### src/rtl/tfb_pkg.sv
// shared types, constants and functions for the telemetry frame builder
// no dependencies; imported by every module of the block
package tfb_pkg;

    localparam logic [7:0]  FrameStart = 8'hAA;
    localparam logic [15:0] CrcInit    = 16'hFFFF;
    localparam logic [15:0] CrcPoly    = 16'h1021;
    localparam int          FrameLen   = 17;
    localparam int          CrcSpan    = 15;
    localparam int          IdxW       = $clog2(FrameLen);
    localparam logic [IdxW-1:0] LastIdx = IdxW'(FrameLen - 1);
    localparam logic [IdxW-1:0] CrcEnd  = IdxW'(CrcSpan);

    typedef struct packed {
        logic [7:0]  sequence_req;
        logic [31:0] yaw_bits;
        logic [31:0] pitch_bits;
        logic [31:0] roll_bits;
        logic [7:0]  status_flags;
    } t_rec;

    typedef struct packed {
        logic clear;
        logic step;
    } t_crc_ctrl;

    // msb-first crc-16 update over one byte, eight shift steps
    function automatic logic [15:0] crc_byte(input logic [15:0] acc, input logic [7:0] octet);
        logic [15:0] c;
        c = acc ^ {octet, 8'h00};
        for (int k = 0; k < 8; k++) begin
            if (c[15]) begin
                c = {c[14:0], 1'b0} ^ CrcPoly;
            end else begin
                c = {c[14:0], 1'b0};
            end
        end
        return c;
    endfunction

    // byte of the frame at a given position, angle words low byte first
    function automatic logic [7:0] frame_byte_at(input t_rec rec, input logic [IdxW-1:0] idx,
                                                 input logic [15:0] crc);
        logic [7:0] b;
        case (idx)
            5'd0:    b = FrameStart;
            5'd1:    b = rec.sequence_req;
            5'd2:    b = rec.yaw_bits[7:0];
            5'd3:    b = rec.yaw_bits[15:8];
            5'd4:    b = rec.yaw_bits[23:16];
            5'd5:    b = rec.yaw_bits[31:24];
            5'd6:    b = rec.pitch_bits[7:0];
            5'd7:    b = rec.pitch_bits[15:8];
            5'd8:    b = rec.pitch_bits[23:16];
            5'd9:    b = rec.pitch_bits[31:24];
            5'd10:   b = rec.roll_bits[7:0];
            5'd11:   b = rec.roll_bits[15:8];
            5'd12:   b = rec.roll_bits[23:16];
            5'd13:   b = rec.roll_bits[31:24];
            5'd14:   b = rec.status_flags;
            5'd15:   b = crc[7:0];
            5'd16:   b = crc[15:8];
            default: b = 8'h00;
        endcase
        return b;
    endfunction

endpackage

### src/rtl/tfb_crc_unit.sv
// running crc-16 register, one byte folded in per step
// depends on tfb_pkg
module tfb_crc_unit (
    input  logic               i_clk,
    input  logic               i_rst_n,
    input  tfb_pkg::t_crc_ctrl i_ctrl,
    input  logic [7:0]         i_byte,
    output logic [15:0]        o_crc
);
    import tfb_pkg::*;

    logic [15:0] r_crc;
    logic [15:0] n_crc;

    always_comb begin
        n_crc = r_crc;
        if (i_ctrl.clear) begin
            n_crc = CrcInit;
        end else if (i_ctrl.step) begin
            n_crc = crc_byte(r_crc, i_byte);
        end
    end

    always_ff @(posedge i_clk) begin
        if (!i_rst_n) begin
            r_crc <= CrcInit;
        end else begin
            r_crc <= n_crc;
        end
    end

    assign o_crc = r_crc;

endmodule

### src/rtl/tfb_out_reg.sv
// result register for the byte stream, loads whenever empty or drained
// depends on tfb_pkg
module tfb_out_reg (
    input  logic       i_clk,
    input  logic       i_rst_n,
    input  logic       i_load,
    input  logic [7:0] i_byte,
    input  logic       i_last,
    input  logic       i_ready,
    output logic       o_free,
    output logic       o_valid,
    output logic [7:0] o_frame_byte,
    output logic       o_last_byte
);
    import tfb_pkg::*;

    logic       r_valid;
    logic [7:0] r_byte;
    logic       r_last;

    assign o_free = !r_valid || i_ready;

    always_ff @(posedge i_clk) begin
        if (!i_rst_n) begin
            r_valid <= 1'b0;
        end else if (o_free) begin
            r_valid <= i_load;
        end
    end

    always_ff @(posedge i_clk) begin
        if (o_free && i_load) begin
            r_byte <= i_byte;
            r_last <= i_last;
        end
    end

    assign o_valid      = r_valid;
    assign o_frame_byte = r_byte;
    assign o_last_byte  = r_last;

endmodule

### src/rtl/telemetry_frame_builder_crc16_top.sv
// accepting an item loads the record register; its first byte then loads the output register once that is free
// one frame byte per cycle on the output port while the receiver holds i_ready high
// the next item is taken in the cycle the last byte of the current frame loads the output register
// reset (synchronous, active low) clears the busy flag and the output valid flag and sets the crc to its init value
// depends on tfb_pkg, tfb_crc_unit, tfb_out_reg
module telemetry_frame_builder_crc16_top (
    input  logic        i_clk,
    input  logic        i_rst_n,
    input  logic        i_valid,
    output logic        o_ready,
    input  logic [7:0]  i_sequence_req,
    input  logic [31:0] i_yaw_bits,
    input  logic [31:0] i_pitch_bits,
    input  logic [31:0] i_roll_bits,
    input  logic [7:0]  i_status_flags,
    output logic        o_valid,
    input  logic        i_ready,
    output logic [7:0]  o_frame_byte,
    output logic        o_last_byte
);
    import tfb_pkg::*;

    logic            r_busy;
    logic [IdxW-1:0] r_idx;
    t_rec            r_rec;

    logic            out_free;
    logic            emit;
    logic            end_frame;
    logic            accept;
    logic [15:0]     crc;
    logic [7:0]      cur_byte;
    t_crc_ctrl       crc_ctrl;

    assign emit      = r_busy && out_free;
    assign end_frame = emit && (r_idx == LastIdx);
    assign o_ready   = !r_busy || end_frame;
    assign accept    = i_valid && o_ready;
    assign cur_byte  = frame_byte_at(r_rec, r_idx, crc);

    assign crc_ctrl.clear = accept;
    assign crc_ctrl.step  = emit && (r_idx < CrcEnd);

    always_ff @(posedge i_clk) begin
        if (!i_rst_n) begin
            r_busy <= 1'b0;
            r_idx  <= '0;
        end else if (accept) begin
            r_busy <= 1'b1;
            r_idx  <= '0;
        end else if (emit) begin
            r_busy <= !end_frame;
            r_idx  <= r_idx + 1'b1;
        end
    end

    always_ff @(posedge i_clk) begin
        if (accept) begin
            r_rec.sequence_req <= i_sequence_req;
            r_rec.yaw_bits     <= i_yaw_bits;
            r_rec.pitch_bits   <= i_pitch_bits;
            r_rec.roll_bits    <= i_roll_bits;
            r_rec.status_flags <= i_status_flags;
        end
    end

    tfb_crc_unit u_crc (
        .i_clk   (i_clk),
        .i_rst_n (i_rst_n),
        .i_ctrl  (crc_ctrl),
        .i_byte  (cur_byte),
        .o_crc   (crc)
    );

    tfb_out_reg u_out (
        .i_clk        (i_clk),
        .i_rst_n      (i_rst_n),
        .i_load       (r_busy),
        .i_byte       (cur_byte),
        .i_last       (r_idx == LastIdx),
        .i_ready      (i_ready),
        .o_free       (out_free),
        .o_valid      (o_valid),
        .o_frame_byte (o_frame_byte),
        .o_last_byte  (o_last_byte)
    );

    // a new item starts its frame at the start byte
    a_start: assert property (@(posedge i_clk) disable iff (!i_rst_n)
        accept |=> (r_busy && r_idx == '0))
        else $error("frame did not restart after item accepted");

    a_idx_range: assert property (@(posedge i_clk) disable iff (!i_rst_n)
        r_busy |-> (r_idx <= LastIdx))
        else $error("frame index out of range");

    // an item is only taken mid-frame when the final byte leaves
    a_no_overlap: assert property (@(posedge i_clk) disable iff (!i_rst_n)
        (accept && r_busy) |-> (r_idx == LastIdx && out_free))
        else $error("item accepted while frame in progress");

    a_last_mark: assert property (@(posedge i_clk) disable iff (!i_rst_n)
        end_frame |=> (o_valid && o_last_byte))
        else $error("final byte not marked");

endmodule

### config.mk
export PLATFORM = sky130hd
export DESIGN_NAME = telemetry_frame_builder_crc16_top
export DESIGN_NICKNAME = d
export VERILOG_FILES = /design/src/rtl/tfb_pkg.sv /design/src/rtl/tfb_crc_unit.sv /design/src/rtl/tfb_out_reg.sv /design/src/rtl/telemetry_frame_builder_crc16_top.sv
export SDC_FILE = /design/constraint.sdc
export NUM_CORES = 1
export LEC_CHECK = 0
export ABC_AREA = 1
export BUFFER_PORTS_ARGS = -buffer_cell sky130_fd_sc_hd__buf_2
export CAP_MARGIN = 20
export CORE_MARGIN = 4
export CORE_UTILIZATION = 59
export CTS_BUF_LIST = sky130_fd_sc_hd__clkbuf_16
export CTS_CLUSTER_DIAMETER = 40
export CTS_CLUSTER_SIZE = 28
export DETAILED_ROUTE_END_ITERATION = 7
export PLACE_DENSITY = 0.85
export SLEW_MARGIN = 15
export SYNTH_ARGS = -nofsm -noshare
export SYNTH_HDL_FRONTEND = slang
export SYNTH_SLANG_ARGS = --single-unit
### constraint.sdc
create_clock -name i_clk -period 15.05 [get_ports i_clk]
set_input_delay 1.505 -clock i_clk [delete_from_list [all_inputs] [get_ports i_clk]]
set_output_delay 1.505 -clock i_clk [all_outputs]
set_load 0.02 [all_outputs]
* After elaboration in Yosys (flattened, before gate mapping) *
Cells that the tools add are included.

word-level totals
  register bits = 144
  logic and storage cells = 76
  output and inout bits = 11

operators by class
  eq/ne operators = 16
  $add $sub $neg = 1
  reduce and logical (&&, ||, !) cells = 12
  bitwise gates (word level) = 10
  multiplexer cells = 25
  order comparisons = 1

operators with widths
  kind                                                                   count
  16-bit 2-to-1 mux                                                      14
  8-bit case mux with 17 select lines                                    1
  13-bit 2-to-1 mux                                                      8
  5-bit by 4-bit equality test with 1-bit output, second input constant  8
  3-bit NOT                                                              8
  5-bit by 3-bit equality test with 1-bit output, second input constant  4
  16-bit bitwise XOR                                                     1
  5-bit by 2-bit equality test with 1-bit output, second input constant  2
  5-bit by 1-bit adder with 5-bit output, second input constant          1
  5-bit by 1-bit equality test with 1-bit output, second input constant  1
  5-bit equality test, second input constant                             1
  5-bit zero test                                                        1
  5-bit by 4-bit < comparator with 1-bit output, second input constant   1
  1-bit logical AND                                                      4
  1-bit zero test                                                        3
  1-bit logical OR                                                       2
  1-bit 2-to-1 mux                                                       2
  2-bit nonzero test                                                     1
  2-bit OR reduction                                                     1
  1-bit NOT                                                              1

* Depth between registers and ports, before layout *
  depth after elaboration = 33
  mapped depth = 18

* Modules after synthesis *
From an unflattened synthesis, not the netlist that was laid out.

second synthesis, totals
  cells, all modules = 632
  area total of the unflattened synthesis = 6239.7 µm²

by module, submodules not included
  module                             times used  seq. area each (µm²)  cells an instance  area an instance (µm²)
  telemetry_frame_builder_crc16_top  1           3483.3                439                4860.9
  tfb_crc_unit                       1           320.3                 177                1057.3
  tfb_out_reg                        1           290.3                 16                 321.6

* Worst setup path before layout *
Ideal clock, no wire load.

  path type = input -> register
  start = in i_ready
  end = reg u_crc.r_crc[11], in the netlist u_crc.o_crc[11]
  data arrival time = 7033 ps
  stages = 9
  path slack = 7943 ps
  buffers on the path = 1
  cells stage by stage = inv_1 > nand2_1 > a21oi_1 > nor2_1 > nor2_1 > inv_1 > buf_2 > a21oi_1 > o21ai_0

between the ends
  cells in the longest elaborated chain, start to end = 6
  elaborated cells between the ends (all ways) = 7

RTL lines
  item                                 line                                     RTL
  from (decl)                          telemetry_frame_builder_crc16_top.sv:17  input logic i_ready,
  1-bit logical OR                     tfb_out_reg.sv:21                        assign o_free = !r_valid || i_ready;
  1-bit logical AND                    telemetry_frame_builder_crc16_top.sv:35  assign emit = r_busy && out_free;
  1-bit logical AND                    telemetry_frame_builder_crc16_top.sv:36  assign end_frame = emit && (r_idx == LastIdx);
  1-bit logical OR                     telemetry_frame_builder_crc16_top.sv:37  assign o_ready = !r_busy || end_frame;
  1-bit logical AND                    telemetry_frame_builder_crc16_top.sv:38  assign accept = i_valid && o_ready;
  net accept                           telemetry_frame_builder_crc16_top.sv:30  logic accept;
  2-bit OR reduction (no source line)  n/a
  to (signal assigned)                 tfb_crc_unit.sv:26                       r_crc <= CrcInit;
  to (signal assigned)                 tfb_crc_unit.sv:28                       r_crc <= n_crc;
  to (decl)                            tfb_crc_unit.sv:12                       logic [15:0] r_crc;

The timed path passes the listed nets, and every way through them passes these cells.
A chain may end at the register's enable or synchronous reset.

* Worst setup path after layout *
  start = reg r_idx[3]
  end = reg u_crc.r_crc[9], in the netlist u_crc.o_crc[9]

between the ends
  elaborated cells between the ends (all ways) = 44

RTL lines
  item                                 line                                     RTL
  from (decl)                          telemetry_frame_builder_crc16_top.sv:24  logic [IdxW-1:0] r_idx;
  from (signal assigned)               telemetry_frame_builder_crc16_top.sv:53  r_idx <= r_idx + 1'b1;
  5-bit equality test                  n/a
  net u_out.i_last                     tfb_out_reg.sv:8                         input logic i_last,
  1-bit logical AND                    telemetry_frame_builder_crc16_top.sv:36
  1-bit logical OR                     telemetry_frame_builder_crc16_top.sv:37
  1-bit logical AND                    telemetry_frame_builder_crc16_top.sv:38
  net accept                           telemetry_frame_builder_crc16_top.sv:30
  2-bit OR reduction (no source line)  n/a

The timed path passes the listed nets, and every way through them passes these cells. The select of a mux whose other input is x is not followed.

==> impl_results.md <==
- Status: finished clean
- Slew headroom: between 30% and 40%
- Final Instance Area: 7770 um^2
- CP startpoint kind: flop
- Io pins: 127
- CTS tree: yes
- Setup TNS: 0 ps
- Maximum clock frequency: about 0.24 GHz
- CTS max path bufs: 2
- Number of synthesized register bits: 144
- Post-synth net total: 800
- Leakage dissipation: 3.56 nW
- Yosys cell types: 29
- Num CTS Buffers: 17
- Final WL: 15900 um
- Fill cells: 729
- Tot Pwr: roughly 0.97 mW
- Post-synthesis sequential area ratio: 63.6%
- CP top delay family: simple AND/OR/NAND/NOR gates
- Via density per instance: 5.53
- CP cell instances: nor2_4 > nand3_1 > inv_1 > a21oi_1 > nor2_4 > buf_4 > nor2_1 > inv_1 > a21oi_1 > o21ai_0
- Register area: 4090 um^2
- Share of layout cells above drive strength 1: 21.6%
- Worst hold path depth: 2
- Final Cycle Share: 27.7%
- Half-perimeter wire length after placement: approximately 11000 um
- First-pass GRT wire length: 25000 um
- Fin. max-slew vios: 0
- Number of global-route vias before repair: 5374
- Area growth syn-to-layout: 20.8%
- Critical path depth in cells: 10
- Buf/Inv on CP: 3
- Top cells by count, synth: nand2_1 (252), edfxtp_1 (121), nor2_1 (70), nand3_1 (67), inv_1 (56)
- Top cell type's share of synthesized area: 56.5%
- Synth Cell Area: 6430 um^2
- Die area: 12600 um^2
- Setup Viol. Count Final: 0
- Core Area: roughly 10000 um^2
- # rows: 37
- Worst hold path class: flop to flop
- Clk sinks: 144
- H-tree depth: 4
- Synthesized area per cell: 9.47 um^2
- Arrival time worst endpoint: 4500 ps
- Hold buffers post-CTS: 0
- Final Hold Viols: 0
- Clk slew on worst S/H paths: 60 ps
- GRT Residual Overflow: 0
- DRT antenna net count: 0
- Worst r2r path cells: 10
- IO buf count: 126
- DRC: 0
- Max VDD drop: 111 uV
- Cell Area, Placed: approximately 7200 um^2
- Die span in x: ~110 um
- Total number of vias: ~5300
- Synth Instances: 679
- CTS resizes: 0
- Crit path kind: flop to flop
- First-pass detailed-route iteration total: 6
- Worst stage delay on the critical path: 840 ps
- Slew @ Worst Pin: 1030 ps
- CP max-delay cell: buf_4
- Ys flop type: edfxtp_1
- Max-Cap Viols: 0
- Clk_lat worst skew: 420 ps
- Top cells by area, synth: edfxtp_1 (56%), nand2_1 (15%), dfxtp_1 (7.2%)
- Post-synth EDFFs: 121
- Unrepaired setup endpoints after global routing: false
- CTS Root Cell: clkbuf_16
- Fraction of registers with async set/reset: 0%
- Worst-path fanout max: 77
- Crit path time final: about 4200 ps
- CP Capture Type: flop
- Nets: 935
- Worst Path Required: around 15000 ps
- GPL Wtd Cong: between 0.8 and 0.9
- Most numerous cell in the Yosys netlist: nand2_1
- Area of the multi-input gates: 2060 um^2
- Avg WL per Cell: 16.5 um
- Pwr dens: 124 nW/um^2
- Setup Fix Bufs, Post-CTS: 0
- Largest net degree at the start of global routing: 78
- Synth Warn #: 0
- N_diodes: 0
- Initial antenna violation count: 0
- Die H: roughly 110 um
- Largest area contributor in the netlist: edfxtp_1
- Worst Skew: 7.36 ps
- DR iter-0 viols: 521
- Initial Util: 61.5%
- GRT Total Usage: 25.6%
[state kept, by name (all words and copies together), names as in the netlist]
name,cells
r_rec,112
u_out.o_frame_byte,8
u_out.o_last_byte,1
r_idx,5
u_out.o_valid,1
u_crc.o_crc,16
r_busy,1
[per-stage QoR]
stage               worst slack, ps  utilization, %  hold slack [ps]  cells
global placement              10840            68.6              460    931
global route                  10600            74.3              523    963
detailed placement            10650            68.6              472    931
CTS                           10860            74.3              485    963
finish                        10880            74.3              484    963
floorplan                      7940               -              449    679
[placed cells by master (no fill, tap or decap), types with 3 or more instances in the layout]
cell type / instances
nor2_2: 8
dfxtp_1: 23
nand2_1: 252
o21bai_1: 3
edfxtp_1: 121
nand2_2: 9
xor2_1: 5
buf_2: 126
nor2_1: 69
bufinv_16: 3
nand4_1: 6
inv_1: 56
nand3b_1: 3
clkinv_2: 4
ha_1: 5
clkbuf_16: 17
o21ai_0: 8
a21oi_1: 21
nand3_1: 67
[cell type report]
| cell class | instances | area share (%) |
|---|---|---|
| Tap cell | 136 | 2.19 |
| Multi-Input combinational cell | 466 | 26.4 |
| Clock inverter | 15 | 2.16 |
| Clock buffer | 17 | 5.47 |
| Timing Repair Buffer | 128 | 8.31 |
| Inverter | 57 | 2.75 |
| Sequential cell | 144 | 52.7 |
[per-layer routing]
metal	vias to the layer above	global-route usage, %	share of wire (%)
met5	-	0	0
met4	0	11.5	2.9
met3	57	6.74	9.1
met2	312	45.7	52
met1	2452	28.8	36
li1	2509	-	-
[path summary, 6_finish.rpt]
check / start / to / slack (ps)
worst min register to register: r_busy / u_out.o_valid / 480
worst max-delay path: r_idx[3] / u_crc.o_crc[9] / 10880
worst max register to register: r_idx[3] / u_crc.o_crc[9] / 10880
worst min-delay path: r_busy / u_out.o_valid / 480
[logic make-up after synthesis]
| logic type | synth area share, % |
|---|---|
| AO/OA/AOI/OAI | 3.11 |
| XOR/XNOR | 0.681 |
| adder cells (fa/ha/maj) | 0.973 |
| buffers and inverters | 4.51 |
| flip-flops | 63.6 |
| AND/OR/NAND/NOR | 27.1 |
[worst min-delay path: stages, from the launching register on]
cell	delay, ps
dfxtp_1	310
inv_1	70
a21oi_1	60
[report_power, final]
group          total, mW  switching [mW]  internal (mW)
combinational     0.0756          0.0494         0.0262
clock              0.423           0.164          0.259
sequential         0.469         0.00952          0.459
total              0.967           0.222          0.745
(Power assumes the default switching activity.)
